## config.mk

```make
export PLATFORM = sky130hd
export DESIGN_NAME = wildcard_name_matcher
export DESIGN_NICKNAME = d
export VERILOG_FILES = /design/src/design/wnm_pkg.sv /design/src/design/wildcard_name_matcher.sv /design/src/design/wnm_cell.sv
export SDC_FILE = /design/constraint.sdc
export NUM_CORES = 1
export LEC_CHECK = 0
export BUFFER_PORTS_ARGS = -buffer_cell sky130_fd_sc_hd__clkbuf_2
export CAP_MARGIN = 20
export CELL_PAD_IN_SITES_DETAIL_PLACEMENT = 1
export CELL_PAD_IN_SITES_GLOBAL_PLACEMENT = 2
export CORE_MARGIN = 4
export CORE_UTILIZATION = 30
export CTS_BUF_LIST = sky130_fd_sc_hd__clkbuf_8 sky130_fd_sc_hd__clkbuf_16
export CTS_CLUSTER_SIZE = 24
export DETAILED_ROUTE_END_ITERATION = 8
export GPL_TIMING_DRIVEN = 0
export PLACE_DENSITY = 0.68
export SETUP_SLACK_MARGIN = 0.02
export SLEW_MARGIN = 10
export SYNTH_ARGS = -nofsm -noshare
export SYNTH_HDL_FRONTEND = slang
export SYNTH_SLANG_ARGS = --single-unit
```

## constraint.sdc

```tcl
create_clock -name clk -period 4.2 [get_ports clk]
set_input_delay 0.42 -clock clk [delete_from_list [all_inputs] [get_ports clk]]
set_output_delay 0.42 -clock clk [all_outputs]
set_load 0.05 [all_outputs]
```

## src/design/wnm_pkg.sv

```systemverilog
// ============================================================================
// wnm_pkg
// Shared types and constants of the wildcard name matcher.
// ============================================================================
`default_nettype none

package wnm_pkg;

    // Number of pattern characters held by the cell row.
    localparam int PATTERN_DEPTH = 32;

    // Pattern wildcards.
    localparam logic [7:0] CH_ONE = 8'h3F;  // question mark: any one character
    localparam logic [7:0] CH_ANY = 8'h2A;  // asterisk: any run of characters

    // Item operation codes.
    localparam logic OP_LOAD = 1'b0;
    localparam logic OP_NAME = 1'b1;

    // Result status codes.
    localparam logic [1:0] STATUS_OK       = 2'd0;
    localparam logic [1:0] STATUS_EMPTY    = 2'd1;
    localparam logic [1:0] STATUS_OVERFLOW = 2'd2;

    // One input transfer.
    typedef struct packed {
        logic       operation;
        logic [7:0] character;
        logic       last;
    } item_t;

    // One result transfer.
    typedef struct packed {
        logic       matched;
        logic [1:0] status;
    } result_t;

    // Per-cycle command broadcast to every cell.
    typedef struct packed {
        logic       load;     // a pattern character is being transferred
        logic       name;     // a name character is being transferred
        logic       restart;  // the load opens a new pattern
        logic       fresh;    // the name character is the first of its name
        logic [7:0] ch;
    } ctl_t;

    // Signals handed from one cell to its right-hand neighbor.
    typedef struct packed {
        logic valid;  // left cell holds a character of the current pattern
        logic start;  // position is live at the start of a name
        logic carry;  // position is reached by the current name character
    } link_t;

endpackage

`default_nettype wire

```

## src/design/wildcard_name_matcher.sv

```systemverilog
// ============================================================================
// wildcard_name_matcher
// Matches a streamed name against a loaded wildcard pattern.
// ============================================================================
// Usage:
//   item channel (item_valid, item_stall, item): with OP_LOAD each transfer
//   appends one pattern character. A load that follows a closed pattern
//   starts a new one. With OP_NAME each transfer gives one name character,
//   and the first name character closes the pattern. A load abandons a name.
//   result channel (result_valid, result_stall, result): one transfer per
//   name, after the character marked last. It carries matched and a status:
//   ok, empty pattern, or pattern longer than PATTERN_DEPTH characters.
//   Throughput: one item per cycle while item_stall is low. Every pattern
//   position is a cell of a row. All cells update in the same cycle, and
//   the star closure ripples through the row as one chain, which sets the
//   clock period. The result shows in the cycle after the last name character.
//   Reset empties the pattern and drops any name in progress.
//   When the receiver stalls, the result is held in the output register and
//   item_stall rises only while that register is full and stalled.
// ============================================================================
`default_nettype none

module wildcard_name_matcher (
    input  wire logic             clk,
    input  wire logic             rst_n,
    input  wire logic             item_valid,
    output logic                  item_stall,
    input  wire wnm_pkg::item_t   item,
    output logic                  result_valid,
    input  wire logic             result_stall,
    output wnm_pkg::result_t      result
);

    localparam int D = wnm_pkg::PATTERN_DEPTH;

    logic accept;
    logic done_reg;
    logic done_next;
    logic ovf_reg;
    logic ovf_next;
    logic prog_reg;
    logic prog_next;
    logic out_valid_reg;
    logic out_valid_next;
    wnm_pkg::result_t out_reg;
    wnm_pkg::result_t out_next;

    wnm_pkg::ctl_t  ctl;
    wnm_pkg::link_t link [0:D];
    logic [D-1:0]   hit;
    logic           matched;
    logic           produce;

    // Accept while the output register can take a result
    assign item_stall   = out_valid_reg & result_stall;
    assign accept       = item_valid & ~item_stall;
    assign result_valid = out_valid_reg;
    assign result       = out_reg;

    // Broadcast the command to the row
    always_comb
    begin
        ctl.load    = accept & (item.operation == wnm_pkg::OP_LOAD);
        ctl.name    = accept & (item.operation == wnm_pkg::OP_NAME);
        ctl.restart = ctl.load & done_reg;
        ctl.fresh   = ~prog_reg;
        ctl.ch      = item.character;
    end

    // Feed the head of the row: always room, position zero starts live
    always_comb
    begin
        link[0].valid = 1'b1;
        link[0].start = 1'b1;
        link[0].carry = 1'b0;
    end

    // Cell row
    for (genvar i = 0; i < D; i++)
    begin : g_cell
        wnm_cell u_cell (
            .clk      (clk),
            .rst_n    (rst_n),
            .ctl      (ctl),
            .link_in  (link[i]),
            .link_out (link[i+1]),
            .hit      (hit[i])
        );
    end

    // Collect the live flag at the pattern's end position
    assign matched = (|hit) | (link[D].carry & link[D].valid);
    assign produce = ctl.name & item.last;

    // Pattern and name bookkeeping
    always_comb
    begin
        done_next = done_reg;
        ovf_next  = ovf_reg;
        prog_next = prog_reg;
        if (ctl.load)
        begin
            done_next = item.last;
            ovf_next  = (ovf_reg & ~done_reg) | link[D].valid;
            prog_next = 1'b0;
        end
        else if (ctl.name)
        begin
            done_next = 1'b1;
            prog_next = ~item.last;
        end
    end

    // Form the result and hold it while stalled
    always_comb
    begin
        out_next       = out_reg;
        out_valid_next = out_valid_reg & result_stall;
        if (produce)
        begin
            out_valid_next = 1'b1;
            priority if (!link[1].valid)
            begin
                out_next.matched = 1'b0;
                out_next.status  = wnm_pkg::STATUS_EMPTY;
            end
            else if (ovf_reg)
            begin
                out_next.matched = 1'b0;
                out_next.status  = wnm_pkg::STATUS_OVERFLOW;
            end
            else
            begin
                out_next.matched = matched;
                out_next.status  = wnm_pkg::STATUS_OK;
            end
        end
    end

    always_ff @(posedge clk or negedge rst_n)
    begin
        if (!rst_n)
        begin
            done_reg      <= 1'b0;
            ovf_reg       <= 1'b0;
            prog_reg      <= 1'b0;
            out_valid_reg <= 1'b0;
        end
        else
        begin
            done_reg      <= done_next;
            ovf_reg       <= ovf_next;
            prog_reg      <= prog_next;
            out_valid_reg <= out_valid_next;
        end
    end

    always_ff @(posedge clk)
    begin
        out_reg <= out_next;
    end

endmodule

`default_nettype wire

```

## src/design/wnm_cell.sv

```systemverilog
// ============================================================================
// wnm_cell
// One pattern position: holds its character, its valid flag, its live flag
// and its start-of-name flag, and passes reach and closure to the right.
// ============================================================================
`default_nettype none

module wnm_cell (
    input  wire logic           clk,
    input  wire logic           rst_n,
    input  wire wnm_pkg::ctl_t  ctl,
    input  wire wnm_pkg::link_t link_in,
    output wnm_pkg::link_t      link_out,
    output logic                hit
);

    logic [7:0] char_reg;
    logic       valid_reg;
    logic       valid_next;
    logic       live_reg;
    logic       start_reg;

    logic eff_valid;
    logic is_star;
    logic load_here;
    logic live_cur;
    logic active;
    logic stay;
    logic step;
    logic closed;

    // Decode the stored character and pick the live flag for this character
    always_comb
    begin
        eff_valid = valid_reg & ~ctl.restart;
        is_star   = (char_reg == wnm_pkg::CH_ANY);
        load_here = ctl.load & link_in.valid & ~eff_valid;
        live_cur  = ctl.fresh ? start_reg : live_reg;
        active    = valid_reg & live_cur;
        stay      = active & is_star;
        step      = active & ~is_star &
                    ((char_reg == wnm_pkg::CH_ONE) | (char_reg == ctl.ch));
        closed    = link_in.carry | stay;
    end

    // Hand reach, closure and pattern extent to the neighbor
    always_comb
    begin
        link_out.valid = eff_valid;
        link_out.start = start_reg & is_star;
        link_out.carry = valid_reg & ((closed & is_star) | step);
        // This is the end position of the pattern when the left cell is the last one
        hit            = link_in.carry & ~valid_reg & link_in.valid;
    end

    // Grow or restart the pattern on loads, hold on names
    always_comb
    begin
        valid_next = valid_reg;
        if (ctl.load)
        begin
            valid_next = eff_valid | load_here;
        end
    end

    always_ff @(posedge clk or negedge rst_n)
    begin
        if (!rst_n)
        begin
            valid_reg <= 1'b0;
            live_reg  <= 1'b0;
            start_reg <= 1'b0;
        end
        else
        begin
            valid_reg <= valid_next;
            if (load_here)
            begin
                start_reg <= link_in.start;
            end
            if (ctl.name)
            begin
                live_reg <= closed;
            end
        end
    end

    // Capture the pattern character
    always_ff @(posedge clk)
    begin
        if (load_here)
        begin
            char_reg <= ctl.ch;
        end
    end

endmodule

`default_nettype wire

```

==> results of run 1 <==
## power by group
part / leakage [nW] / switching [mW] / internal [mW]
Combinational: 2.76 / 0.753 / 0.403
Clock: 0.706 / 1.51 / 2.19
Sequential: 3.63 / 0.226 / 4.01
Total: 7.09 / 2.48 / 6.60
## kinds of logic (layout without fill, tap and decap cells)
kind of cell	Yosys count	after routing	synth area share [%]
multiplexers	30	30	1.877
flip-flops	359	359	56.27
XOR/XNOR	256	256	12.27
AO/OA/AOI/OAI	269	269	9.746
buffers and inverters	89	197	2.753
AND/OR/NAND/NOR	611	611	17.08
## repair_timing
action / 4_1_cts / 5_1_grt
buffers inserted: 3 / 0
setup endpoints to repair: 2 / 1
pin swaps: 2 / 4
hold buffers: 1 / 0
endpoints found under the hold margin: 16 / 0
resized for setup: 20 / 24
## cells in the final DEF, fill, tap and decap left out, types with 21 or more instances in the layout
cell         n
a21oi_1     74
and3_1      28
clkbuf_1    21
clkbuf_16   42
dfrtp_1     99
edfxtp_1   259
inv_1       33
nand2_1    115
nand2b_1    35
nand3_1     61
nand4_1     77
nor2_1     144
nor3_1      39
nor4_1      30
o21ai_0     70
xnor2_1    190
xor2_1      66
## stage by stage
stage | worst slack [ns] | total power [mW] | utilization [%] | instance area [um^2]
2_1_floorplan | 1.004 | 4.949 | - | 18270
3_3_place_gp | -1.641 | 5.401 | 32.03 | 19330
3_5_place_dp | -1.190 | 5.457 | 32.43 | 19570
4_1_cts | 0.02233 | 9.189 | 34.91 | 21070
5_1_grt | 0.02939 | 9.465 | 35.04 | 21150
6_report | 0.1896 | 9.087 | 35.04 | 21150
## worst max-delay path, cell delays in order (launching register included)
cell and delay [ns]:
dfrtp_2 0.41, buf_8 0.20, mux2_2 0.39, nand2_1 0.16, nor4_1 0.09, a31oi_1 0.46
a211oi_2 0.20, o211ai_4 0.18, buf_4 0.21, a21boi_4 0.09, a211oi_4 0.38, a211oi_1 0.17
o41ai_2 0.25, a21oi_1 0.10, or3_1 0.42
## area by class of cell
type / count / area, um^2 / area share (%)
repair buffers: 34 / 382.9 / 1.811
well taps: 782 / 978.4 / 4.627
clock inverters: 33 / 300.3 / 1.420
inverters: 27 / 101.3 / 0.4793
multi-input cells: 1166 / 7592 / 35.90
plain buffers: 58 / 417.9 / 1.976
clock buffers: 45 / 1092 / 5.165
flip-flops and latches: 359 / 10280 / 48.62
## metal layers
layer  GRT usage [%]  routed length (um)
met2           31.53               29010
met1           25.46               27740
met5               0                   0
met3           2.356                2225
met4           4.583                1369
## how the worst min path moves through the flow
stage / endpoint / cells after the start
final: done_reg / 3
after detailed placement: g_cell[31].u_cell.live_reg / 1
after floorplan: done_reg / 0
after global placement: g_cell[7].u_cell.live_reg / 2
after global routing: done_reg / 3
after CTS: done_reg / 3
==> results.ini, run 1 <==
[die]
io_pins = 19
fp.dieH_um = 254.8
die-area_mm2 = 0.06491
core.rowCount = 90
start_util_pct = 30.27
fp.dieW_um = 254.8
core_mm2 = 0.06036

[grt]
grt_pass1_wl_mm = 89.46
grt_use_total_pct = 18.59
antenna_found_initial = 2
grt_max_degree = 85
grt_pass1_vias = 13860
grt.overflow.total = 0

[placement]
dp_cells = 2424
dp_hpwl_mm = 42.96
portBuffers = 17
place_congestion = 0.8407

[sta]
finalHoldViolCount = 0
fin_crit_sh_pct = 95.49
skew_ns = 0.01568
tightest_slew_ns = 1.068
slew_headroom_pct = 28.16
fmax_ghz = 0.2493
setup_viol = 0
drv_slew = 0
rsz0062_at_grt = false
timing.hold.ws_ns = 0.1362
period_minus_slack_ns = 4.010
setup_tns_ns = 0

[detailed_routing]
routed_wl_mm = 60.35
vias = 13180
wl_per_cell_um = 24.10
drcViolationCount = 0
viasPerCell = 5.263
dr.pass1.iters = 5
drt_iter0_drc = 909
postRouteAntennaNets = 0

[yosys]
synth_ff_type = edfxtp_1
synth_top_cell_by_area = edfxtp_1
synth.distinct_cells = 85
ys_ff_latch = 359
ys_top_cells_by_area = edfxtp_1 43%, dfrtp_1 14%, xnor2_1 9.1%, xor2_1 3.2%, nor2_1 3.0%
synth_edf_count = 259
netlist_top_cells_count = 259 x edfxtp_1, 190 x xnor2_1, 145 x nor2_1
synth_cells = 1614
netlist.area_leader.share_pct = 42.57
syn_area_mm2 = 0.01827
synth.most_common_cell = edfxtp_1
syn_avg_cell_area_um2 = 11.32
syn-num-nets = 1628
ys_seq_area_share_pct = 56.27
yosysWarnings = 0
asyncSetResetFlopFracSynth_pct = 27.86

[finish]
largest_register_ff_count = 256
final_nets = 1702
final_layout_size_suffix_gt1_share_pct = 11.38
fillers = 6585
synthToLayoutAreaGrowth_pct = 15.75
layout.cells.non_filler = 2504
antennaDiodeCount = 0

[clock_network]
cts_max_path_buffers = 3
cts_tree = done
clk_pin_slew_worst_paths_ns = 0.06
clk_latency_ns = 0.57
clock_sinks = 359
root_buffer = clkbuf_16
cts_made_buffers = 42
h-tree-depth = 2

[flow_run]
maxCapViolations = 0

[setup_path]
reg2reg_to = result[2]
cp_data_required_time_ns = 4.50
cp-startpoint = prog_reg
cp-end-kind = flop
worst-path-max-fanout = 10
endpoint = result[2]
r2r_slack_ns = 0.19
critical_path_class = flop to flop
rr_worst_depth = 14
worstPathArrival_ns = 4.31
start_kind = flop
r2r-start = prog_reg

[min_path]
hold_start = item[0]
hold_path.class = primary input to flop

[power_and_ir_drop]
peakVddDrop_mv = 0.2628
power.density_mw_per_mm2 = 429.7
leakage_nw = 7.094

[run_status]
status = complete, no violations

Power figures use the tool's default switching activity.
==> run 2, diff against run 1 <==
--- a/config.mk
+++ b/config.mk
@@ -11,7 +11,7 @@
 export CELL_PAD_IN_SITES_GLOBAL_PLACEMENT = 2
 export CORE_MARGIN = 4
 export CORE_UTILIZATION = 30
-export CTS_BUF_LIST = sky130_fd_sc_hd__clkbuf_8 sky130_fd_sc_hd__clkbuf_16
+export CTS_BUF_LIST = sky130_fd_sc_hd__clkbuf_4 sky130_fd_sc_hd__clkbuf_8
 export CTS_CLUSTER_SIZE = 24
 export DETAILED_ROUTE_END_ITERATION = 8
 export GPL_TIMING_DRIVEN = 0
==> run 2 against run 1 <==
Worst hold slack got worse by 0.054 ns. Register-to-register slack worse by 0.09 ns. Fmax decreased by 2.3%. Via count rose by 1.7%.
==> results.ini, run 2 (synthesized netlist as in run 1, its figures left out) <==
[grt]
grt_use_total_pct = 18.86
grt_pass1_wl_mm = 90.47
antenna_found_initial = 3
grt.overflow.total = 0
grt_max_degree = 85
grt_pass1_vias = 14120

[sta]
setup_viol = 0
fmax_ghz = 0.2437
period_minus_slack_ns = 4.104
slew_headroom_pct = 26.89
timing.hold.ws_ns = 0.08185
drv_slew = 0
tightest_slew_ns = 1.097
setup_tns_ns = 0
finalHoldViolCount = 0
fin_ws_ns = 0.09631
skew_ns = 0.02872
fin_crit_sh_pct = 97.71
rsz0062_at_grt = false

[run_status]
status = complete, no violations

[clock_network]
h-tree-depth = 3
cts_made_buffers = 66
clk_latency_ns = 0.64
cts_max_path_buffers = 3
clk_pin_slew_worst_paths_ns = 0.06
cts_tree = done
clock_sinks = 359
root_buffer = clkbuf_8

[detailed_routing]
vias = 13400
postRouteAntennaNets = 0
routed_wl_mm = 61.06
drcViolationCount = 0
dr.pass1.iters = 5
wl_per_cell_um = 23.97
viasPerCell = 5.261
drt_iter0_drc = 871

[die]
fp.dieW_um = 254.8
start_util_pct = 30.27
io_pins = 19
core.rowCount = 90
fp.dieH_um = 254.8
die-area_mm2 = 0.06491
core_mm2 = 0.06036

[finish]
multi_input_area_mm2 = 0.007597
utilization_pct = 34.99
layout.cells.non_filler = 2547
final_nets = 1729
final_layout_size_suffix_gt1_share_pct = 14.00
synthToLayoutAreaGrowth_pct = 15.60
fillers = 6639
final_common_cell = edfxtp_1
largest_register_ff_count = 256
final_cell_mix = 259 x edfxtp_1, 190 x xnor2_1, 144 x nor2_1
regArea_mm2 = 0.01028
post-route-cell-area_mm2 = 0.02112

[setup_path]
start_kind = flop
cp-end-kind = flop
worstPathArrival_ns = 4.46
rr_worst_depth = 15
worst-path-max-fanout = 10
cp_slowest_cell = dfrtp_2
crit_chain = buf_8 -> buf_12 -> buf_8 -> mux2_4 -> nand2_1 -> a21o_2 -> nand3_2 -> o211ai_4 -> buf_4 -> a21oi_1 -> o21bai_1 -> o311ai_0 -> a211oi_2 -> a21oi_1 -> or3_1
critical_path_class = flop to flop
cp_data_required_time_ns = 4.56
critPathMaxStageDelay_ns = 0.42

[placement]
dp_hpwl_mm = 42.96
place_congestion = 0.8407
portBuffers = 17
placed_area_mm2 = 0.01957
dp_cells = 2424
dpl_worst_slack_ns = -1.190

[power_and_ir_drop]
power.total_mw = 8.886
power.density_mw_per_mm2 = 420.8
peakVddDrop_mv = 0.1519
leakage_nw = 7.113

[min_path]
hold_depth = 3
hold_path.class = primary input to flop

[flow_run]
maxCapViolations = 0

run 2: changes by cell type in the layout (fill, tap and decap cells not counted), sizes merged:
cell and delta:
buf +3, bufinv -2, clkbuf +53, clkinv -5
clkinvlp +1, diode +1, inv -8
run 2: final timing paths:
path / startpoint / to / slack [ns]
worst max-delay path: prog_reg / result[2] / 0.1
worst min-delay path: item[0] / done_reg / 0.08
min in group asynchronous: rst_n / g_cell[31].u_cell.live_reg / 0.22
worst min register to register: g_cell[7].u_cell.live_reg / g_cell[7].u_cell.live_reg / 0.48
worst max register to register: prog_reg / result[2] / 0.1
max in group asynchronous: rst_n / g_cell[11].u_cell.start_reg / 3.22
run 2: per-layer routing:
metal | routed length [um] | track usage [%]
met5 | 0 | 0
met4 | 1499 | 5.939
met3 | 2461 | 2.672
met2 | 29300 | 31.68
met1 | 27800 | 25.37
run 2: where the power goes:
group | internal [mW] | leakage [nW] | switching [mW] | total [mW]
clock | 1.98 | 0.712 | 1.51 | 3.49
combinational | 0.400 | 2.77 | 0.747 | 1.15
sequential | 4.01 | 3.63 | 0.234 | 4.25
run 2: area by class of cell:
class / instances / area share [%]
Antenna cell: 1 / 0.01185
Buffer: 58 / 1.902
Clock buffer: 98 / 5.587
Clock inverter: 19 / 0.7999
Inverter: 27 / 0.4799
Multi-Input combinational cell: 1166 / 35.98
Sequential cell: 359 / 48.68
Tap cell: 782 / 4.633
Timing Repair Buffer: 37 / 1.926
run 2: worst max-delay path: cells and delay by family (launching register included):
| family | cells | cell delay (ns) |
|---|---|---|
| muxes | 1 | 0.31 |
| buffers and inverters | 4 | 0.77 |
| AOI/OAI and AO/OA | 7 | 1.64 |
| and+or+nand+nor | 3 | 0.65 |
| DFF | 1 | 0.42 |
run 2: what timing repair did:
item,in CTS,in global routing
gates resized for setup,18,19
pin swaps,2,5
hold buffers,1,0
buffers inserted,3,2
hold endpoints to repair,91,0
endpoints found under the setup margin,1,1
==> run 3, diff against run 2 <==
--- a/config.mk
+++ b/config.mk
@@ -5,17 +5,18 @@
 export SDC_FILE = /design/constraint.sdc
 export NUM_CORES = 1
 export LEC_CHECK = 0
+export ABC_AREA = 1
 export BUFFER_PORTS_ARGS = -buffer_cell sky130_fd_sc_hd__clkbuf_2
 export CAP_MARGIN = 20
 export CELL_PAD_IN_SITES_DETAIL_PLACEMENT = 1
 export CELL_PAD_IN_SITES_GLOBAL_PLACEMENT = 2
 export CORE_MARGIN = 4
 export CORE_UTILIZATION = 30
-export CTS_BUF_LIST = sky130_fd_sc_hd__clkbuf_4 sky130_fd_sc_hd__clkbuf_8
 export CTS_CLUSTER_SIZE = 24
 export DETAILED_ROUTE_END_ITERATION = 8
 export GPL_TIMING_DRIVEN = 0
-export PLACE_DENSITY = 0.68
+export PLACE_DENSITY = 0.71
+export REMOVE_ABC_BUFFERS = 1
 export SETUP_SLACK_MARGIN = 0.02
 export SLEW_MARGIN = 10
 export SYNTH_ARGS = -nofsm -noshare
==> run 3 against run 2 <==
The run now ends with setup timing left. Die area up 0.22%. Worst hold slack better by 0.011 ns. Count of clock-buffer cells in the layout shrank 39. Final cell count is 9.7% higher. Register-to-register slack lost 1.3 ns.
==> results.ini, run 3 <==
[run_status]
status = finished with violations
violations = setup timing

[sta]
skew_ns = 0.02198
setup_viol = 12
tightest_slew_ns = 0.7597
fmax_ghz = 0.1867
period_minus_slack_ns = 5.356
timing.hold.ws_ns = 0.09298
rsz0062_at_grt = true
setup_tns_ns = -7.615
fin_ws_ns = -1.156
finalHoldViolCount = 0
fin_crit_sh_pct = 127.5
slew_headroom_pct = 49.29
drv_slew = 0

[detailed_routing]
drt_iter0_drc = 634
routed_wl_mm = 53.17
postRouteAntennaNets = 0
drcViolationCount = 0
vias = 13910
dr.pass1.iters = 5
wl_per_cell_um = 19.02
viasPerCell = 4.976

[finish]
final_cell_mix = 372 x nand2_1, 259 x edfxtp_1, 236 x inv_1
antennaDiodeCount = 0
largest_register_ff_count = 256
final_common_cell = nand2_1
final_nets = 1993
layout.cells.non_filler = 2795
final_layout_size_suffix_gt1_share_pct = 15.00
fillers = 6848
synthToLayoutAreaGrowth_pct = 17.81

[clock_network]
root_buffer = clkbuf_16
h-tree-depth = 2
cts_made_buffers = 42
cts_tree = done
cts_max_path_buffers = 3
clock_sinks = 359
clk_latency_ns = 0.57
clk_pin_slew_worst_paths_ns = 0.06

[grt]
grt_pass1_wl_mm = 83.26
antenna_found_initial = 3
grt_pass1_vias = 14820
grt_use_total_pct = 16.33
grt.overflow.total = 0
grt_max_degree = 77

[placement]
portBuffers = 18
dp_cells = 2666
dp_hpwl_mm = 33.30
place_congestion = 0.7852

[yosys]
asyncSetResetFlopFracSynth_pct = 27.86
ys_top_cells_by_area = edfxtp_1 42%, dfrtp_1 14%, nand2_1 7.9%, xnor2_1 5.2%, inv_1 4.9%
synth_cells = 1916
yosysWarnings = 0
ys_seq_area_share_pct = 56.14
synth_top_cell_by_area = edfxtp_1
netlist_top_cells_count = 386 x nand2_1, 259 x edfxtp_1, 240 x inv_1
synth.distinct_cells = 60
synth.most_common_cell = nand2_1
synth_edf_count = 259
syn_avg_cell_area_um2 = 9.556
ys_ff_latch = 359
syn_area_mm2 = 0.01831
synth_ff_type = edfxtp_1
netlist.area_leader.share_pct = 42.48

[die]
core_mm2 = 0.06036
fp.dieH_um = 255.1
start_util_pct = 30.34
core.rowCount = 90
fp.dieW_um = 255.1
die-area_mm2 = 0.06505
io_pins = 19

[setup_path]
worst-path-max-fanout = 4
cp_data_required_time_ns = 4.63
critPathMostFrequentCell = nand2_2
worstPathArrival_ns = 5.78
start_kind = flop
critPathMaxStageDelay_ns = 0.49
critical_path_class = flop to flop
cp-end-kind = flop
cp_slowest_cell = dfrtp_4

[power_and_ir_drop]
peakVddDrop_mv = 0.2728
leakage_nw = 8.553
power.density_mw_per_mm2 = 395.8

[flow_run]
maxCapViolations = 0

[min_path]
hold_path.class = primary input to flop

## run 3: cell types whose count changed after synthesis, moves of 39 or more
cell / before / now
inv_1: 27 / 240
xnor2_1: 190 / 109
nand2_1: 115 / 386
or2_2: 8 / 47
nand3_1: 62 / 104
a21oi_1: 75 / 29
xor2_1: 66 / 12
## run 3: critical path, delay by kind of cell (launching register included)
kind / cells / cell delay (ns)
and+or+nand+nor: 53 / 4.39
DFF: 1 / 0.49
AOI/OAI and AO/OA: 1 / 0.10
buffers and inverters: 2 / 0.23
## run 3: stage by stage
step	area (um^2)	worst slack (ns)	util, %	power [mW]
2_1_floorplan	18010	-1.660	-	4.584
3_3_place_gp	19080	-6.370	31.61	4.916
3_5_place_dp	19390	-2.484	32.12	4.969
4_1_cts	21350	-1.113	35.38	8.644
5_1_grt	21570	-1.587	35.74	8.937
6_report	21570	-1.156	35.74	8.538
## run 3: path summary, 6_finish.rpt
kind                            cells past startpoint                           to  slack [ns]                        start
worst min register to register                      2  g_cell[31].u_cell.start_reg        0.49  g_cell[31].u_cell.start_reg
worst max register to register                     56                    result[2]       -1.16                     prog_reg
worst min-delay path                                2                     prog_reg        0.09                      item[0]
max in group asynchronous                           3  g_cell[11].u_cell.start_reg        3.18                        rst_n
min in group asynchronous                           2   g_cell[31].u_cell.live_reg        0.32                        rst_n
worst max-delay path                               56                    result[2]       -1.16                     prog_reg
## run 3: where the power goes
part | internal [mW] | switching, mW
clock network | 2.09 | 1.49
logic | 0.280 | 0.603
registers | 3.97 | 0.104
## run 3: logic make-up (layout without fill, tap and decap cells)
group / Yosys count / after routing / synth area share, %
simple gates: 896 / 896 / 23.04
buf+inv: 312 / 409 / 6.772
xor+xnor: 121 / 121 / 5.788
compound gates: 228 / 228 / 8.255
flops: 359 / 359 / 56.14
## run 3: final cells by class
| class | instances | area [um^2] | area share, % |
|---|---|---|---|
| multi-input combinational | 1245 | 6993 | 32.42 |
| sequential | 359 | 10280 | 47.67 |
| clock inverter | 19 | 133.9 | 0.6206 |
| timing repair buffer | 80 | 919.6 | 4.263 |
| timing repair inverter | 1 | 8.758 | 0.04060 |
| inverter | 250 | 1037 | 4.808 |
| clock buffer | 59 | 1217 | 5.644 |
| tap | 782 | 978.4 | 4.536 |
## run 3: metal layers
| metal | track usage, % | part of all wire, % | vias up |
|---|---|---|---|
| li1 | - | - | 6678 |
| met5 | 0 | 0 | - |
| met1 | 22.60 | 49 | 7018 |
| met3 | 2.591 | 3.2 | 54 |
| met2 | 27.33 | 47 | 158 |
| met4 | 3.461 | 1.5 | 0 |
## run 3: what timing repair did
item / 4_1_cts / 5_1_grt
resized for setup: 75 / 29
pin swaps: 7 / 39
hold endpoints to repair: 24 / 0
buffers inserted: 37 / 12
cloned: 2 / 1
setup endpoints to repair: 17 / 13
hold buffers: 1 / 0
